--- config.mk ---
export PLATFORM = sky130hd
export DESIGN_NAME = tiny_four_register_cpu_step_core
export DESIGN_NICKNAME = d
export VERILOG_FILES = /design/src/rtl/core/tfrcpu_pkg.sv /design/src/rtl/core/tiny_four_register_cpu_step_core.sv
export SDC_FILE = /design/constraint.sdc
export NUM_CORES = 2
export LEC_CHECK = 0
export BUFFER_PORTS_ARGS = -buffer_cell sky130_fd_sc_hd__buf_2
export CORE_AREA = 2 2 406 408
export CTS_CLUSTER_SIZE = 8
export DETAILED_ROUTE_END_ITERATION = 8
export DIE_AREA = 0 0 408 410
export PLACE_DENSITY_LB_ADDON = 0.3
export RECOVER_POWER = 50
export SLEW_MARGIN = 10
export SYNTH_ARGS = -nofsm -noshare
export SYNTH_HDL_FRONTEND = slang
export SYNTH_SLANG_ARGS = --single-unit
--- constraint.sdc ---
create_clock -name clock -period 34.7 [get_ports clock]
set_clock_uncertainty 0.15 [all_clocks]
set_input_delay 0 -clock clock [delete_from_list [all_inputs] [get_ports clock]]
set_output_delay 0 -clock clock [all_outputs]
set_load 0.05 [all_outputs]
--- src/rtl/core/tfrcpu_pkg.sv ---
// ----------------------------------------------------------------------------
// tfrcpu_pkg
// Shared widths, item kinds and opcodes for the four-register CPU step core.
// ----------------------------------------------------------------------------
`timescale 1ns / 1ps
`default_nettype none

package tfrcpu_pkg;

   localparam int unsigned TFRCPU_MEM_DEPTH = 256;
   localparam int unsigned STORE_SPAN       = 256;
   localparam int unsigned BYTE_W           = 8;
   localparam int unsigned REQ_DATA_W       = 24;
   localparam int unsigned RSP_DATA_W       = 48;

   localparam logic KIND_EXEC    = 1'b0;
   localparam logic KIND_PRELOAD = 1'b1;

   localparam logic [BYTE_W-1:0] NIB_HI = 8'd240;
   localparam logic [BYTE_W-1:0] NIB_LO = 8'd15;

   typedef enum logic [2:0] {
      OPC_ADD   = 3'd0,
      OPC_SUB   = 3'd1,
      OPC_LOAD  = 3'd2,
      OPC_STORE = 3'd3,
      OPC_JLEZ  = 3'd4,
      OPC_JALR  = 3'd5,
      OPC_HALT  = 3'd7
   } opc_type;

   function automatic logic [BYTE_W-1:0] pick_reg(
      input logic [1:0]        idx,
      input logic [BYTE_W-1:0] r0,
      input logic [BYTE_W-1:0] r1,
      input logic [BYTE_W-1:0] r2,
      input logic [BYTE_W-1:0] r3
   );
      logic [BYTE_W-1:0] v;
      case (idx)
         2'd0:    v = r0;
         2'd1:    v = r1;
         2'd2:    v = r2;
         default: v = r3;
      endcase
      return v;
   endfunction

endpackage

`default_nettype wire

--- src/rtl/core/tiny_four_register_cpu_step_core.sv ---
// ----------------------------------------------------------------------------
// tiny_four_register_cpu_step_core
// One instruction or data preload per transfer on a four-register 8-bit CPU.
// ----------------------------------------------------------------------------
// channel | dir | tdata (low bit first)                          | tuser
// req_    | in  | instr[7:0], mem_addr[15:8], mem_data[23:16]     | op
// rsp_    | out | next_pc, reg_a, reg_b, reg_c, reg_d, halted     | none
//
// An item enters an item register while the data store is read at its
// address (registered read, forwarded past a write in the same cycle); it
// executes once the result register is free or taken, its result registered.
// One item per cycle while rsp_tready is high. Reset clears pc, registers,
// halt flag and a valid bit per store entry, so no clearing pass is needed.
// A stalled result holds one item in the item register, then req_tready drops.
// ----------------------------------------------------------------------------
`timescale 1ns / 1ps
`default_nettype none

module tiny_four_register_cpu_step_core
   import tfrcpu_pkg::*;
#(
   parameter int unsigned MEM_DEPTH = TFRCPU_MEM_DEPTH
) (
   input  wire logic                  clock,
   input  wire logic                  reset,
   input  wire logic                  req_tvalid,
   output logic                       req_tready,
   input  wire logic [REQ_DATA_W-1:0] req_tdata,   // instr, mem_addr, mem_data
   input  wire logic                  req_tuser,   // op
   output logic                       rsp_tvalid,
   input  wire logic                  rsp_tready,
   output logic [RSP_DATA_W-1:0]      rsp_tdata    // next_pc, reg_a..reg_d, halted
);

   localparam int unsigned AddrWidth = $clog2(MEM_DEPTH);

   typedef logic [STORE_SPAN-1:0][AddrWidth-1:0] wrap_tbl_type;

   function automatic wrap_tbl_type build_wrap();
      wrap_tbl_type t;
      for (int i = 0; i < STORE_SPAN; i++) begin
         t[i] = AddrWidth'(i % MEM_DEPTH);
      end
      return t;
   endfunction

   localparam wrap_tbl_type WrapTbl = build_wrap();

   logic                 item_vld_ff, item_vld_in;
   logic                 rsp_vld_ff, rsp_vld_in;
   logic [BYTE_W-1:0]    pc_ff, pc_in;
   logic [BYTE_W-1:0]    ra_ff, ra_in, rb_ff, rb_in, rc_ff, rc_in, rd_ff, rd_in;
   logic                 halt_ff, halt_in;
   logic [MEM_DEPTH-1:0] vld_ff;

   logic [BYTE_W-1:0]    instr_ff;
   logic                 op_ff;
   logic [BYTE_W-1:0]    data_ff;
   logic [AddrWidth-1:0] addr_ff;
   logic [BYTE_W-1:0]    rdata_ff;
   logic                 rvld_ff;
   logic                 byp_ff;
   logic [BYTE_W-1:0]    bypd_ff;

   logic [BYTE_W-1:0]    mem [MEM_DEPTH];

   logic                 req_accept;
   logic                 exec_fire;
   logic                 mem_we;
   logic [BYTE_W-1:0]    mem_wdata;
   logic                 rf_we;
   logic [1:0]           rf_widx;
   logic [BYTE_W-1:0]    rf_wval;
   logic [1:0]           x_rd;
   logic [1:0]           x_rs;
   logic [BYTE_W-1:0]    rd_val;
   logic [BYTE_W-1:0]    rs_val;
   logic [BYTE_W-1:0]    load_val;
   logic [BYTE_W-1:0]    raddr_raw;
   logic [AddrWidth-1:0] raddr;

   assign exec_fire  = item_vld_ff && (!rsp_vld_ff || rsp_tready);
   assign req_tready = !item_vld_ff || exec_fire;
   assign req_accept = req_tvalid && req_tready;

   assign rsp_tvalid = rsp_vld_ff;
   assign rsp_tdata  = {7'd0, halt_ff, rd_ff, rc_ff, rb_ff, ra_ff, pc_ff};

   assign x_rd     = instr_ff[7] ? instr_ff[5:4] : instr_ff[3:2];
   assign x_rs     = instr_ff[1:0];
   assign rd_val   = pick_reg(x_rd, ra_ff, rb_ff, rc_ff, rd_ff);
   assign rs_val   = pick_reg(x_rs, ra_ff, rb_ff, rc_ff, rd_ff);
   assign load_val = byp_ff ? bypd_ff : (rvld_ff ? rdata_ff : '0);

   always_comb begin
      pc_in     = pc_ff;
      halt_in   = halt_ff;
      mem_we    = 1'b0;
      mem_wdata = (op_ff == KIND_PRELOAD) ? data_ff : rd_val;
      rf_we     = 1'b0;
      rf_widx   = x_rd;
      rf_wval   = '0;
      if (exec_fire && !halt_ff) begin
         if (op_ff == KIND_PRELOAD) begin
            mem_we = 1'b1;
         end else if (instr_ff[7]) begin
            rf_we = 1'b1;
            if (instr_ff[6]) begin
               rf_wval = (rd_val & NIB_HI) | {4'd0, instr_ff[3:0]};
            end else begin
               rf_wval = {instr_ff[3:0], 4'd0} | (rd_val & NIB_LO);
            end
            pc_in = pc_ff + 8'd1;
         end else begin
            case (instr_ff[6:4])
               OPC_ADD: begin
                  rf_we   = 1'b1;
                  rf_wval = rd_val + rs_val;
                  pc_in   = pc_ff + 8'd1;
               end
               OPC_SUB: begin
                  rf_we   = 1'b1;
                  rf_wval = rd_val - rs_val;
                  pc_in   = pc_ff + 8'd1;
               end
               OPC_LOAD: begin
                  rf_we   = 1'b1;
                  rf_wval = load_val;
                  pc_in   = pc_ff + 8'd1;
               end
               OPC_STORE: begin
                  mem_we = 1'b1;
                  pc_in  = pc_ff + 8'd1;
               end
               OPC_JLEZ: begin
                  pc_in = (rs_val == 8'd0) ? rd_val : pc_ff + 8'd1;
               end
               OPC_JALR: begin
                  rf_we   = 1'b1;
                  rf_widx = x_rs;
                  rf_wval = pc_ff + 8'd2;
                  pc_in   = rd_val;
               end
               OPC_HALT: begin
                  halt_in = 1'b1;
               end
               default: begin
               end
            endcase
         end
      end
      ra_in = (rf_we && rf_widx == 2'd0) ? rf_wval : ra_ff;
      rb_in = (rf_we && rf_widx == 2'd1) ? rf_wval : rb_ff;
      rc_in = (rf_we && rf_widx == 2'd2) ? rf_wval : rc_ff;
      rd_in = (rf_we && rf_widx == 2'd3) ? rf_wval : rd_ff;
   end

   // read address of the arriving item sees the state after the executing one
   assign raddr_raw = (req_tuser == KIND_PRELOAD) ? req_tdata[15:8]
                    : pick_reg(req_tdata[1:0], ra_in, rb_in, rc_in, rd_in);
   assign raddr     = WrapTbl[raddr_raw];

   always_comb begin
      item_vld_in = item_vld_ff;
      if (req_accept) begin
         item_vld_in = 1'b1;
      end else if (exec_fire) begin
         item_vld_in = 1'b0;
      end
      rsp_vld_in = rsp_vld_ff;
      if (exec_fire) begin
         rsp_vld_in = 1'b1;
      end else if (rsp_tready) begin
         rsp_vld_in = 1'b0;
      end
   end

   always_ff @(posedge clock) begin
      if (reset) begin
         item_vld_ff <= 1'b0;
         rsp_vld_ff  <= 1'b0;
         pc_ff       <= '0;
         ra_ff       <= '0;
         rb_ff       <= '0;
         rc_ff       <= '0;
         rd_ff       <= '0;
         halt_ff     <= 1'b0;
         vld_ff      <= '0;
      end else begin
         item_vld_ff <= item_vld_in;
         rsp_vld_ff  <= rsp_vld_in;
         pc_ff       <= pc_in;
         ra_ff       <= ra_in;
         rb_ff       <= rb_in;
         rc_ff       <= rc_in;
         rd_ff       <= rd_in;
         halt_ff     <= halt_in;
         if (mem_we) begin
            vld_ff[addr_ff] <= 1'b1;
         end
      end
   end

   always_ff @(posedge clock) begin
      if (req_accept) begin
         instr_ff <= req_tdata[7:0];
         op_ff    <= req_tuser;
         data_ff  <= req_tdata[23:16];
         addr_ff  <= raddr;
         rvld_ff  <= vld_ff[raddr];
         byp_ff   <= mem_we && (addr_ff == raddr);
         bypd_ff  <= mem_wdata;
      end
   end

   always_ff @(posedge clock) begin
      if (mem_we) begin
         mem[addr_ff] <= mem_wdata;
      end
      if (req_accept) begin
         rdata_ff <= mem[raddr];
      end
   end

   a_halt_sticky : assert property (@(posedge clock) disable iff (reset)
      halt_ff |=> halt_ff)
      else $error("halt flag cleared without reset");

   a_halt_freeze : assert property (@(posedge clock) disable iff (reset)
      halt_ff |=> $stable(pc_ff) && $stable(ra_ff) && $stable(rb_ff)
                  && $stable(rc_ff) && $stable(rd_ff))
      else $error("state changed while halted");

   a_fire_gives_rsp : assert property (@(posedge clock) disable iff (reset)
      exec_fire |=> rsp_vld_ff)
      else $error("executed item produced no result");

   a_item_hold : assert property (@(posedge clock) disable iff (reset)
      item_vld_ff && !exec_fire |=> item_vld_ff && $stable(instr_ff)
                                    && $stable(addr_ff))
      else $error("waiting item lost or changed");

endmodule

`default_nettype wire
==> run_results.csv <==
group,metric,value,unit
outcome,status,"finished, violations left",
outcome,violations,"capacitance limit, slew limit",
synthesis,yosysTopAreaCellShare,64.64,%
cts,path_clk_slew,60,ps
layout,fin_cells,10360,
synthesis,yosysMostFrequentCell,"edfxtp_1",
global_route,grt_max_degree,229,
routing,firstDrtPassIters,9,
routing,dr_total_vias,68570,
flow_run,drv_cap,21,
cts,cts_inserted_buffers,349,
die,die_w,408,um
die,die_y,410,um
placed_design,io_buffers,71,
cts,worst_skew_pair.late_latency,960,ps
timing,tightest_slew,11790,ps
layout,fin_area,109300,um2
cts,cts_resized,0,
routing,ant_nets,0,
critical_path,cp.required,33530,ps
synthesis,ys_ff_latch,2390,
cts,clockBufferDepth,4,
layout,fin_util,66.85,%
critical_path,worstPathMaxFanout,228,
placed_design,placed_area,99230,um2
synthesis,synthArstFlopShare,0,%
timing,slew_headroom,-686.1,%
routing,wirelength,297200,um
synthesis,synthTopCellsByArea,"edfxtp_1 65%, nand2_1 6.5%, dfxtp_1 6.2%",
synthesis,synth_area_per_cell,12.42,um2
critical_path,path_class,"reg2reg",
power,powerDensity,62.63,nW/um2
routing,drc,0,
layout,fill_cells,11300,
die,start_util,59.41,%
cts,root_buffer,"clkbuf_16",
die,ios,79,
cts,cts_tree,"done",
synthesis,synthDistinctLibCells,97,
routing,drt_iter0_drc,11430,
power,net-switching-power,1.645,mW
critical_path,crit_path_start_kind,"flop",
global_route,grt_pass1_wl,431400,um
placed_design,post-dp-hpwl,174900,um
timing,tns,0,ps
power,fin_total_pwr,6.845,mW
global_route,overflow,0,
layout,area_growth,12.52,%
layout,drive_above_1_share,7.851,%
timing,setup_violations,0,
timing,rsz0062_at_grt,"false",
timing,period_share,47.59,%
worst_hold_path,min_path_type,"in2reg",
layout,nNetsFinal,7951,
synthesis,synth-main-ff-cell,"edfxtp_1",
routing,vias_per_cell,6.622,
critical_path,endpoint_kind,"flop",
die,die_area,167300,um2
die,row_count,149,
power,switching_share,24.03,%
timing,worst_slack,18190,ps
synthesis,seq_area_frac_synth,70.80,%
synthesis,synthCells,7822,
global_route,grt_pass1_vias,64620,
placed_design,gp_congestion,0.9478,
global_route,grt_usage,34.84,%
power,clkPwrFrac,45.1,%
critical_path,arrival,15340,ps
timing,finalHoldWorstSlack,126.1,ps
power,p_seq_share,46.5,%
routing,wl_per_cell,28.70,um
synthesis,synth_warnings,0,
timing,layout_min_cycle_time,16510,ps
timing,fmaxAchievable,0.06056,GHz
cts,cts_hold_buf,43,
synthesis,yosys.area.top_type,"edfxtp_1",
cts,postCtsSetupBuffers,0,
placed_design,pre_cts_slack,24830,ps
synthesis,synth_edf_count,2091,
timing,maxSlewViolCount,2176,
global_route,grt_antenna_before_repair,12,
cts,h-tree-depth,5,
synthesis,synth_common_cells,"2091 x edfxtp_1, 1672 x nand2_1, 841 x nor2_1, 593 x nand3_1, 426 x a21oi_1",
power,p_int,5.200,mW
cts,clock_sinks,2390,
power,pwr-share-comb,8.4,%
power,peakVddDrop,53.01,uV
synthesis,syn-cell-area,97140,um2
timing,hold_viol_final,0,
power,p_leak,37.18,nW
die,core,163500,um2
placed_design,place_inst,9705,
## kinds of logic (layout without fill, tap and decap cells)
kind of cell	after synthesis	after routing	share of synthesized area [%]
flops	2390	2390	70.80
simple gates	3448	3448	14.97
compound gates	1097	1097	7.453
other cells	1	9	0.003860
mux	319	319	3.923
xor+xnor	19	19	0.1855
fa+ha+maj	12	12	0.1623
buf+inv	536	873	2.496
## area by class of cell
class	instances	area, um2	share of cell area (%)
Antenna cell	2	5.005	0.004579
Clock buffer	597	9792	8.959
Clock inverter	9	111.4	0.1019
Inverter	24	107.6	0.09845
Multi-Input combinational cell	4902	26100	23.88
Sequential cell	2390	68780	62.93
Tap cell	2189	2739	2.506
Timing Repair Buffer	243	1663	1.521
## power groups by stage
stage / clock network, mW / registers, mW / logic (mW)
floorplan: 0 / 3.23 / 0.331
global placement: 0 / 3.22 / 0.540
detailed placement: 0 / 3.22 / 0.549
CTS: 3.09 / 3.16 / 0.556
global route: 3.21 / 3.18 / 0.594
finish: 3.09 / 3.18 / 0.576
## state kept, by name (all words and copies together), names as in the netlist
| name | count |
|---|---|
| mem | 2048 |
| ra_ff | 8 |
| data_ff | 8 |
| byp_ff | 1 |
| rb_ff | 8 |
| pc_ff | 8 |
| item_vld_ff | 1 |
| halt_ff | 1 |
| rsp_tvalid | 1 |
| rdata_ff | 8 |
| rvld_ff | 1 |
| addr_ff | 8 |
| bypd_ff | 8 |
| rc_ff | 8 |
| instr_ff | 8 |
| rd_ff | 8 |
| vld_ff | 256 |
| op_ff | 1 |
## worst paths after layout
path / depth (start not counted) / startpoint / end / slack (ps)
setup / recovery: 6 / instr_ff[7]$_DFFE_PP_ / mem[48][0]$_DFFE_PP_ / 18190
hold / removal: 6 / req_tdata[11] / addr_ff[3]$_DFFE_PP_ / 130
setup reg to reg: 6 / instr_ff[7]$_DFFE_PP_ / mem[48][0]$_DFFE_PP_ / 18190
hold reg to reg: 2 / vld_ff[92]$_SDFFE_PP0P_ / vld_ff[92]$_SDFFE_PP0P_ / 310
## cells in the final DEF, fill, tap and decap left out, types with 9 or more instances in the layout
master and n:
a211oi_1 29, a21boi_0 21, a21o_1 23, a21oi_1 424
a221oi_1 40, a22oi_1 37, a311oi_1 50, a31oi_1 74
a32oi_1 17, a41oi_1 12, and3_1 97, buf_2 20
buf_4 113, clkbuf_1 307, clkbuf_16 355, dfxtp_1 299
dlygate4sd3_1 43, edfxtp_1 2091, ha_1 11, inv_1 19
mux2i_1 258, mux4_2 47, nand2_1 1668, nand3_1 587
nand4_1 31, nor2_1 837, nor2b_1 19, nor3_1 69
nor4_1 57, o2111ai_1 17, o211ai_1 9, o21ai_0 107
o21ba_2 23, o221a_2 13, o221ai_1 48, o22ai_1 40
o31ai_1 19, o41ai_1 24, or4_1 11, xnor2_1 14
## worst max-delay path, stage by stage (launching register included)
cell,delay [ps]
edfxtp_1,330
clkbuf_1,1350
nor2b_1,270
a32oi_1,330
o32ai_1,220
o21ai_0,3250
clkbuf_1,8490
## metal layers
layer  track usage, %  share of wire (%)  vias to the layer above
met4            17.19                5.8                       22
met5                0              0.056                        -
met1            47.29                 36                    33350
met2            51.53                 44                     5315
met3            10.50                 14                      978
li1                 -                  -                    28910
No activity file was read; power rests on OpenSTA's default activity.
